--- src/rtl/core/hsv2rgb_pkg.sv ---
package hsv2rgb_pkg;

    localparam logic [8:0] HUE_MAX = 9'd359;
    localparam logic [6:0] PCT_MAX = 7'd100;
    localparam logic [7:0] FULL    = 8'd255;

    // Sector upper bounds; each bound belongs to the sector below it.
    localparam logic [8:0] HUE_B1 = 9'd60;
    localparam logic [8:0] HUE_B2 = 9'd120;
    localparam logic [8:0] HUE_B3 = 9'd180;
    localparam logic [8:0] HUE_B4 = 9'd240;
    localparam logic [8:0] HUE_B5 = 9'd300;

    // x / 100 == (x * 5243) >> 19 for every x below 43699.
    localparam logic [12:0] RECIP_100   = 13'd5243;
    localparam int          RECIP_SHIFT = 19;

    localparam int CH_RED   = 0;
    localparam int CH_GREEN = 1;
    localparam int CH_BLUE  = 2;

    typedef logic [7:0]      t_level;
    typedef logic [2:0][7:0] t_rgb;

    typedef struct packed {
        logic prod_en;
        logic quot_en;
    } t_stage_en;

    // 425 * deg / 100 reduces to 17 * deg / 4; deg stays within 0..60.
    function automatic t_level ramp(input logic [5:0] deg);
        logic [9:0] x17;
        x17  = {deg, 4'b0000} + {4'b0000, deg};
        ramp = x17[9:2];
    endfunction

endpackage

--- src/rtl/core/hsv2rgb_sector.sv ---
module hsv2rgb_sector (
    input  logic                i_clk,
    input  logic                i_en,
    input  logic [8:0]          i_hue,
    input  logic [6:0]          i_saturation,
    input  logic [6:0]          i_brightness,
    output hsv2rgb_pkg::t_rgb   o_rgb,
    output logic [6:0]          o_inv_sat,
    output logic [6:0]          o_bright
);

    logic [8:0]         hue_c;
    logic [6:0]         sat_c;
    logic [6:0]         bri_c;
    hsv2rgb_pkg::t_rgb  n_rgb;
    hsv2rgb_pkg::t_rgb  r_rgb;
    logic [6:0]         r_inv_sat;
    logic [6:0]         r_bright;

    always_comb begin
        hue_c = (i_hue > hsv2rgb_pkg::HUE_MAX) ? hsv2rgb_pkg::HUE_MAX : i_hue;
        sat_c = (i_saturation > hsv2rgb_pkg::PCT_MAX) ? hsv2rgb_pkg::PCT_MAX : i_saturation;
        bri_c = (i_brightness > hsv2rgb_pkg::PCT_MAX) ? hsv2rgb_pkg::PCT_MAX : i_brightness;

        n_rgb = '0;
        if (hue_c <= hsv2rgb_pkg::HUE_B1) begin
            n_rgb[hsv2rgb_pkg::CH_RED]   = hsv2rgb_pkg::FULL;
            n_rgb[hsv2rgb_pkg::CH_GREEN] = hsv2rgb_pkg::ramp(hue_c[5:0]);
        end else if (hue_c <= hsv2rgb_pkg::HUE_B2) begin
            n_rgb[hsv2rgb_pkg::CH_RED]   = hsv2rgb_pkg::FULL
                - hsv2rgb_pkg::ramp(6'(hue_c - hsv2rgb_pkg::HUE_B1));
            n_rgb[hsv2rgb_pkg::CH_GREEN] = hsv2rgb_pkg::FULL;
        end else if (hue_c <= hsv2rgb_pkg::HUE_B3) begin
            n_rgb[hsv2rgb_pkg::CH_GREEN] = hsv2rgb_pkg::FULL;
            n_rgb[hsv2rgb_pkg::CH_BLUE]  =
                hsv2rgb_pkg::ramp(6'(hue_c - hsv2rgb_pkg::HUE_B2));
        end else if (hue_c <= hsv2rgb_pkg::HUE_B4) begin
            n_rgb[hsv2rgb_pkg::CH_GREEN] = hsv2rgb_pkg::FULL
                - hsv2rgb_pkg::ramp(6'(hue_c - hsv2rgb_pkg::HUE_B3));
            n_rgb[hsv2rgb_pkg::CH_BLUE]  = hsv2rgb_pkg::FULL;
        end else if (hue_c <= hsv2rgb_pkg::HUE_B5) begin
            n_rgb[hsv2rgb_pkg::CH_RED]   =
                hsv2rgb_pkg::ramp(6'(hue_c - hsv2rgb_pkg::HUE_B4));
            n_rgb[hsv2rgb_pkg::CH_BLUE]  = hsv2rgb_pkg::FULL;
        end else begin
            n_rgb[hsv2rgb_pkg::CH_RED]   = hsv2rgb_pkg::FULL;
            n_rgb[hsv2rgb_pkg::CH_BLUE]  = hsv2rgb_pkg::FULL
                - hsv2rgb_pkg::ramp(6'(hue_c - hsv2rgb_pkg::HUE_B5));
        end
    end

    always_ff @(posedge i_clk) begin
        if (i_en) begin
            r_rgb     <= n_rgb;
            r_inv_sat <= hsv2rgb_pkg::PCT_MAX - sat_c;
            r_bright  <= bri_c;
        end
    end

    assign o_rgb     = r_rgb;
    assign o_inv_sat = r_inv_sat;
    assign o_bright  = r_bright;

endmodule

--- src/rtl/core/hsv2rgb_mulscale.sv ---
// Two stages: base + a * b / 100, product registered, then reciprocal divide.
module hsv2rgb_mulscale (
    input  logic                   i_clk,
    input  hsv2rgb_pkg::t_stage_en i_en,
    input  logic [7:0]             i_a,
    input  logic [6:0]             i_b,
    input  logic [7:0]             i_base,
    output logic [7:0]             o_res
);

    logic [14:0] r_prod;
    logic [7:0]  r_base;
    logic [27:0] recip_prod;
    logic [7:0]  quot;
    logic [7:0]  r_res;

    always_ff @(posedge i_clk) begin
        if (i_en.prod_en) begin
            r_prod <= 15'(i_a * i_b);
            r_base <= i_base;
        end
    end

    assign recip_prod = 28'(r_prod * hsv2rgb_pkg::RECIP_100);
    assign quot       = recip_prod[hsv2rgb_pkg::RECIP_SHIFT +: 8];

    always_ff @(posedge i_clk) begin
        if (i_en.quot_en) begin
            r_res <= 8'(r_base + quot);
        end
    end

    assign o_res = r_res;

endmodule

--- src/rtl/core/hsv_to_rgb_converter_unit.sv ---
// HSV to RGB converter.
//
// Input channel: i_valid / o_stall carry one word of hue (degrees),
// saturation and brightness (percent). Out-of-range values clamp to 359
// and 100. Output channel: o_valid / i_stall carry one word of 8-bit red,
// green and blue levels, one output word per input word, in order.
//
// Throughput is one word per cycle when nothing stalls. Stages, in order:
// sector select and hue ramp, desaturation product, desaturation divide,
// brightness product, brightness divide. A divide by 100 is a multiply by a
// 13-bit reciprocal and a shift.
//
// Each stage holds its word while the next stage is full and blocked, and
// advances into empty slots otherwise, so bubbles are squeezed out. When
// the receiver stalls, the output word holds steady and the pipe keeps
// filling; o_stall rises only once all five stages hold words.
//
// Reset clears all stage valid bits; data registers are not reset.
module hsv_to_rgb_converter_unit (
    input  logic       i_clk,
    input  logic       i_rst_n,
    input  logic       i_valid,
    output logic       o_stall,
    input  logic [8:0] i_hue,
    input  logic [6:0] i_saturation,
    input  logic [6:0] i_brightness,
    output logic       o_valid,
    input  logic       i_stall,
    output logic [7:0] o_red,
    output logic [7:0] o_green,
    output logic [7:0] o_blue
);

    localparam int NSTG = 5;

    logic [NSTG-1:0]  r_vld;
    logic [NSTG-1:0]  n_vld;
    logic [NSTG:0]    adv;     // adv[k]: stage k may load this cycle
    logic [NSTG-1:0]  vld_in;

    hsv2rgb_pkg::t_rgb sect_rgb;
    hsv2rgb_pkg::t_rgb desat_rgb;
    hsv2rgb_pkg::t_rgb out_rgb;
    logic [6:0]        sect_inv_sat;
    logic [6:0]        sect_bright;
    logic [6:0]        r_bright1;
    logic [6:0]        r_bright2;

    hsv2rgb_pkg::t_stage_en desat_en;
    hsv2rgb_pkg::t_stage_en bright_en;

    // Ready chain: a stage loads when empty or when its word moves on.
    always_comb begin
        adv[NSTG] = !i_stall;
        for (int k = NSTG - 1; k >= 0; k--) begin
            adv[k] = !r_vld[k] || adv[k+1];
        end
        vld_in = {r_vld[NSTG-2:0], i_valid};
        for (int k = 0; k < NSTG; k++) begin
            n_vld[k] = adv[k] ? vld_in[k] : r_vld[k];
        end
    end

    always_ff @(posedge i_clk) begin
        if (!i_rst_n) begin
            r_vld <= '0;
        end else begin
            r_vld <= n_vld;
        end
    end

    assign o_stall = !adv[0];
    assign o_valid = r_vld[NSTG-1];

    // Stage 0: clamp, pick sector, ramp the moving channel.
    hsv2rgb_sector u_sector (
        .i_clk        (i_clk),
        .i_en         (adv[0]),
        .i_hue        (i_hue),
        .i_saturation (i_saturation),
        .i_brightness (i_brightness),
        .o_rgb        (sect_rgb),
        .o_inv_sat    (sect_inv_sat),
        .o_bright     (sect_bright)
    );

    // Carry brightness alongside the desaturation stages.
    always_ff @(posedge i_clk) begin
        if (adv[1]) begin
            r_bright1 <= sect_bright;
        end
        if (adv[2]) begin
            r_bright2 <= r_bright1;
        end
    end

    assign desat_en  = '{prod_en: adv[1], quot_en: adv[2]};
    assign bright_en = '{prod_en: adv[3], quot_en: adv[4]};

    for (genvar ch = 0; ch < 3; ch++) begin : g_ch
        // Stages 1-2: raise toward full by (255 - c) * (100 - s) / 100.
        hsv2rgb_mulscale u_desat (
            .i_clk  (i_clk),
            .i_en   (desat_en),
            .i_a    (hsv2rgb_pkg::FULL - sect_rgb[ch]),
            .i_b    (sect_inv_sat),
            .i_base (sect_rgb[ch]),
            .o_res  (desat_rgb[ch])
        );

        // Stages 3-4: scale by brightness, c * v / 100.
        hsv2rgb_mulscale u_bright (
            .i_clk  (i_clk),
            .i_en   (bright_en),
            .i_a    (desat_rgb[ch]),
            .i_b    (r_bright2),
            .i_base (8'd0),
            .o_res  (out_rgb[ch])
        );
    end

    assign o_red   = out_rgb[hsv2rgb_pkg::CH_RED];
    assign o_green = out_rgb[hsv2rgb_pkg::CH_GREEN];
    assign o_blue  = out_rgb[hsv2rgb_pkg::CH_BLUE];

endmodule

--- config.mk ---
export PLATFORM = sky130hd
export DESIGN_NAME = hsv_to_rgb_converter_unit
export DESIGN_NICKNAME = d
export VERILOG_FILES = /design/src/rtl/core/hsv2rgb_pkg.sv /design/src/rtl/core/hsv2rgb_sector.sv /design/src/rtl/core/hsv2rgb_mulscale.sv /design/src/rtl/core/hsv_to_rgb_converter_unit.sv
export SDC_FILE = /design/constraint.sdc
export NUM_CORES = 2
export LEC_CHECK = 0
export ABC_AREA = 1
export BUFFER_PORTS_ARGS = -buffer_cell sky130_fd_sc_hd__buf_4
export CELL_PAD_IN_SITES_DETAIL_PLACEMENT = 2
export CELL_PAD_IN_SITES_GLOBAL_PLACEMENT = 2
export CORE_MARGIN = 10
export CORE_UTILIZATION = 42
export DETAILED_ROUTE_END_ITERATION = 10
export HOLD_SLACK_MARGIN = 0.1
export PLACE_DENSITY_LB_ADDON = 0.1
export SLEW_MARGIN = 20
export SYNTH_ARGS = -nofsm -noshare
export SYNTH_HDL_FRONTEND = slang
export SYNTH_HIERARCHICAL = 1
export SYNTH_SLANG_ARGS = --single-unit
--- constraint.sdc ---
create_clock -name i_clk -period 7.45 [get_ports i_clk]
set_clock_uncertainty 0.05 [all_clocks]
set_input_delay 1.1175 -clock i_clk [delete_from_list [all_inputs] [get_ports i_clk]]
set_output_delay 1.1175 -clock i_clk [all_outputs]
set_load 0.02 [all_outputs]
Word-level counts from Yosys, hierarchy flattened
Cells that the tools add are included.
{"block": "word_totals", "inputBits": 27, "register_bits": 219}
{"block": "classes", "n_mul": 12, "n_reduce_logical": 13, "n_addsub": 21, "order_cmp": 8, "muxes": 11}
{"operator": "15-bit by 13-bit multiplier with 27-bit output (second input constant)", "n": 6}
{"operator": "8-bit by 7-bit multiplier with 15-bit output", "n": 6}
{"operator": "10-bit by 6-bit adder with 10-bit output", "n": 6}
{"operator": "16-bit 2-to-1 mux", "n": 3}
{"operator": "8-bit 2-to-1 mux", "n": 6}
{"operator": "8-bit subtractor (first input constant)", "n": 6}
{"operator": "6-bit subtractor (second input constant)", "n": 5}
{"operator": "8-bit adder", "n": 3}
{"operator": "9-bit by 8-bit <= comparator with 1-bit output (second input constant)", "n": 2}
{"operator": "7-bit greater-than comparator (second input constant)", "n": 2}
{"operator": "9-bit greater-than comparator (second input constant)", "n": 1}
{"operator": "9-bit by 6-bit <= comparator with 1-bit output (second input constant)", "n": 1}
{"operator": "9-bit by 7-bit <= comparator with 1-bit output (second input constant)", "n": 1}
{"operator": "9-bit <= comparator (second input constant)", "n": 1}
{"operator": "9-bit 2-to-1 mux", "n": 1}
{"operator": "1-bit zero test", "n": 7}
{"operator": "7-bit 2-to-1 mux", "n": 1}
{"operator": "7-bit subtractor (first input constant)", "n": 1}
{"operator": "1-bit logical OR", "n": 5}
{"operator": "2-bit OR reduction", "n": 1}

Depth between registers and ports, before layout
{"block": "logic_depth", "depth_word": 10, "ltp_mapped": 29}

Hierarchy
The synthesis kept the hierarchy.
{"mod": "hsv2rgb_mulscale at g_ch[0].u_desat ...", "cells_each": 836, "seq_area_each_um2": 930.9, "instances": 2, "area_per_inst_um2": 7079.3}
{"mod": "hsv2rgb_mulscale at g_ch[2].u_desat", "cells_each": 843, "seq_area_each_um2": 930.9, "instances": 1, "area_per_inst_um2": 7130.6}
{"mod": "hsv2rgb_mulscale at g_ch[2].u_bright", "cells_each": 847, "seq_area_each_um2": 930.9, "instances": 1, "area_per_inst_um2": 7128.1}
{"mod": "hsv2rgb_mulscale at g_ch[1].u_desat", "cells_each": 835, "seq_area_each_um2": 930.9, "instances": 1, "area_per_inst_um2": 7089.3}
{"mod": "hsv2rgb_mulscale at g_ch[0].u_bright", "cells_each": 834, "seq_area_each_um2": 930.9, "instances": 1, "area_per_inst_um2": 7078.0}
{"mod": "hsv2rgb_sector", "cells_each": 356, "seq_area_each_um2": 1141.1, "instances": 1, "area_per_inst_um2": 3081.7}
{"mod": "hsv_to_rgb_converter_unit", "cells_each": 61, "seq_area_each_um2": 520.5, "instances": 1, "area_per_inst_um2": 735.7}

Worst setup path before layout
OpenSTA, ideal clock, no wires.
{"block": "synth_timing", "path_type": "reg-to-reg", "start": "reg g_ch[1].u_desat.r_prod[10]", "end": "reg g_ch[1].u_desat.r_res[6], data pin", "t_arrival_ns": 5.169, "path_buffers": 0, "period_less_slack_ns": 5.479, "stages_incl_launch_ff": 24, "t_required_ns": 7.140, "setup_slack_ns": 1.971, "cell_sequence": "edfxtp_1 fa_1 ha_1 inv_1 fa_1 inv_1 fa_1 inv_1 fa_1 inv_1 ha_1 a21o_1 a21boi_0 o21a_1 nand2_1 xor2_1 ha_1 inv_1 fa_1 o21ai_0 a21oi_1 nor2_1 nor2_1 xor2_1"}
{"block": "synth_via", "elab_chain_len": 2}
{"element": "start, declared", "line_no": "hsv2rgb_mulscale.sv:11", "rtl": "logic [14:0] r_prod;"}
{"element": "start signal, assigned", "line_no": "hsv2rgb_mulscale.sv:19", "rtl": "r_prod <= 15'(i_a * i_b);"}
{"element": "15-bit by 13-bit multiplier with 27-bit output", "line_no": "hsv2rgb_mulscale.sv:24", "rtl": "assign recip_prod = 28'(r_prod * hsv2rgb_pkg::RECIP_100);"}
{"element": "8-bit adder", "line_no": "hsv2rgb_mulscale.sv:29", "rtl": "r_res <= 8'(r_base + quot);"}
{"element": "end signal, assigned", "line_no": "hsv2rgb_mulscale.sv:29"}
{"element": "end, declared", "line_no": "hsv2rgb_mulscale.sv:15", "rtl": "logic [7:0] r_res;"}
No other way between the ends.
A chain may end at the register's enable or synchronous reset.

Worst setup path in the final report
{"block": "layout_timing", "start": "reg g_ch[1].u_desat.r_prod[12]", "end": "reg g_ch[1].u_desat.r_res[6], data pin"}
The elaborated chain is that of the path after synthesis.

==> run_results.csv <==
group,metric,value,unit
clock_tree,clock_insertion_delay_worst_skew,0.61,ns
floorplanning,pin_count,53,
logic_synthesis,postSynthCellCount,5448,
logic_synthesis,ys_ff_latch,243,
logic_synthesis,syn_avg_cell_area,8.52,um^2
cells_and_area,nFillCells,12279,
cells_and_area,postLayoutCoreUtil,45.6,%
logic_synthesis,synth_top_area_share,25.6,%
route,drc,0,
logic_synthesis,synth_most_common_cell,"inv_1",
timing,layout_min_cycle_time,6.17,ns
grt,grt_pass1_vias,42765,
route,dr.pass1.iters,5,
place,io_buffers,52,
worst_setup_path,crit_type,"flop to flop",
clock_tree,path_clk_slew,0.06,ns
worst_hold_path,hp-class,"flop to flop",
timing,maxSlewViolCount,0,
clock_tree,htree_num_levels,2,
floorplanning,fp-row-count,121,
worst_setup_path,timing.critical_path.buf_inv,5,
clock_tree,cts_resized,0,
timing,min_period_over_period,82.8,%
logic_synthesis,synth_ff_type,"edfxtp_1",
place,dp.cells,6965,
floorplanning,core,0.109,mm^2
worst_setup_path,cp.arrival,6.46,ns
floorplanning,initial_utilization,42.5,%
clock_tree,cts_setup_buffers,0,
grt,grt.overflow.total,0,
clock_tree,cts_made_buffers,35,
route,wire_per_inst,20.1,um
floorplanning,die_h,352,um
job,maxCapViolCount,0,
route,drt_iter0_markers,1202,
route,antenna_left,0,
floorplanning,die_x,352,um
worst_setup_path,cp_cell_sequence,"fa_1 > ha_1 > inv_1 > fa_1 > inv_1 > fa_1 > inv_1 > fa_1 > inv_1 > ha_1 > a21o_1 > a21boi_0 > o21a_1 > nand2_1 > xor2_1 > ha_1 > inv_1 > fa_1 > o21ai_0 > a21oi_1 > nor2_1 > nor2_1 > xor2_1",
timing,relSlewSlack,32.5,%
cells_and_area,drive_gt1_share,4.14,%
logic_synthesis,async_flop_share,0,%
worst_setup_path,worstSetupEndpointType,"flop",
timing,hold_viol_final,0,
logic_synthesis,ys_seq_area_share,15.6,%
cells_and_area,fin_nets,7000,
clock_tree,hold_buffers,0,
grt,antenna_found_initial,2,
logic_synthesis,syn_area,0.0464,mm^2
logic_synthesis,synth_top_cell_by_area,"fa_1",
clock_tree,cts_tree,"yes",
place,routabilityCongestion,0.826,
cells_and_area,area_growth,7.38,%
timing,setup_viol,0,
logic_synthesis,ys_top_cells_by_count,"inv_1 (1462), nand2_1 (1096), ha_1 (851)",
grt,grt_max_degree,46,
outcome,status,"finished, final reports clean",
grt,grt_pass1_wl,230,mm
worst_setup_path,slowest_stage,"edfxtp_1",
grt,top_usage_layer,"met2",
logic_synthesis,yosys-top-cells-area,"fa_1 (26%), ha_1 (23%), edfxtp_1 (15%), inv_1 (12%), nand2_1 (8.9%)",
grt,groute.layer.met1.usage,26.2,%
floorplanning,die-area,0.124,mm^2
worst_setup_path,slowest_delay,0.63,ns
worst_setup_path,cp-start-kind,"flop",
logic_synthesis,synth_edf_count,238,
worst_setup_path,worstPathRequired,7.74,ns
route,drt_wl_total,142,mm
clock_tree,cts_sinks,243,
cells_and_area,fin_cells,7029,
worst_setup_path,worst_path_dominant_cell_family,"adder cells",
worst_setup_path,worstPathMaxFanout,7,
route,vias,35585,
clock_tree,cts.path.max_buffers,3,
place,place_hpwl,123,mm
timing,rsz0062_at_grt,"false",
logic_synthesis,ys_warn_count,6,
logic_synthesis,synth_cell_types,57,
grt,grtUsageMet2,44.1,%
timing,worstMarginPinSlew,1.01,ns
timing,fmax,162,MHz
route,viasPerCell,5.06,
grt,grt_usage,22.9,%
timing,fin_tns_setup,0,ns
clock_tree,cts_root_buf,"clkbuf_16",
grt,met3_usage,2.26,%
## layer usage
layer | vias to the layer above | wire (um)
met3 | 225 | 2970
li1 | 16905 | -
met1 | 18080 | 58100
met5 | - | 25
met2 | 371 | 76400
met4 | 4 | 4100
## cell families (layout without fill, tap and decap cells)
kind of cell    count (synthesis)  after routing  share of synthesized area (%)
buf+inv                      1527           1608                           12.4
flops                         243            243                           15.6
compound gates                426            426                           5.36
other cells                     1             25                        0.00808
xor+xnor                      137            137                           2.59
simple gates                 1669           1669                           15.4
fa+ha+maj                    1445           1445                           48.6
## placed cells by master (no fill, tap or decap), drive strengths merged, types with 41 or more instances in the layout
| cell type | instances |
|---|---|
| o21ai | 97 |
| buf | 69 |
| edfxtp | 238 |
| inv | 1475 |
| nand3 | 178 |
| xor2 | 96 |
| xnor2 | 41 |
| nand4 | 48 |
| fa | 594 |
| a21oi | 211 |
| clkbuf | 45 |
| nand2 | 1122 |
| nor2 | 251 |
| ha | 851 |
## path summary, 6_finish.rpt
path                                                      startpoint                            endpoint  slack [ns]  cells after the start
worst min-delay path              u_sector/o_bright[4]$_SDFFCE_PN0P_              r_bright1[4]$_DFFE_PP_        0.37                      0
worst max register to register  g_ch[1].u_desat/r_prod[12]$_DFFE_PP_  g_ch[1].u_desat/o_res[6]$_DFFE_PP_        1.28                     23
worst max-delay path            g_ch[1].u_desat/r_prod[12]$_DFFE_PP_  g_ch[1].u_desat/o_res[6]$_DFFE_PP_        1.28                     23
worst min register to register    u_sector/o_bright[4]$_SDFFCE_PN0P_              r_bright1[4]$_DFFE_PP_        0.37                      0
## sequential cells by signal (all words and copies together) (netlist names)
signal                count
g_ch.u_bright/o_res      24
g_ch.u_bright/r_base     24
g_ch.u_bright/r_prod     45
g_ch.u_desat/o_res       24
g_ch.u_desat/r_base      24
g_ch.u_desat/r_prod      45
r_bright1                 7
r_bright2                 7
r_vld                     5
u_sector/o_bright         7
u_sector/o_inv_sat        7
u_sector/o_rgb           24
## layout make-up
cell class / count / area, um^2 / share of cell area (%)
multi-input combinational: 3701 / 33500 / 67.2
sequential: 243 / 7250 / 14.5
inverter: 1478 / 5550 / 11.1
tap: 1476 / 1850 / 3.71
clock buffer: 45 / 935 / 1.88
timing repair buffer: 69 / 546 / 1.09
clock inverter: 16 / 211 / 0.424
antenna: 1 / 2.50 / 0.00502
## worst register-to-register path, cell delays in order, from the launching register on
cell and delay, ns:
edfxtp_1 0.63, fa_1 0.52, ha_1 0.30, inv_1 0.06
fa_1 0.49, inv_1 0.08, fa_1 0.55, inv_1 0.06
fa_1 0.55, inv_1 0.06, ha_1 0.33, a21o_1 0.18
a21boi_0 0.22, o21a_1 0.17, nand2_1 0.06, xor2_1 0.14
ha_1 0.19, inv_1 0.07, fa_1 0.40, o21ai_0 0.33
a21oi_1 0.11, nor2_1 0.15, nor2_1 0.08, xor2_1 0.14
## stage by stage
stage / hold WS, ns / setup slack (ns) / instance area (um^2)
after floorplan: 0.350 / 1.97 / 46500
after global placement: 0.351 / 1.59 / 48600
after detailed placement: 0.357 / 1.31 / 48600
after CTS: 0.371 / 1.26 / 49800
after global routing: 0.376 / 0.949 / 49800
final: 0.367 / 1.28 / 49800
Power is left out: the tool's default activity adds up to more than one toggle a clock period on the data nets, which glitch-free logic cannot reach.
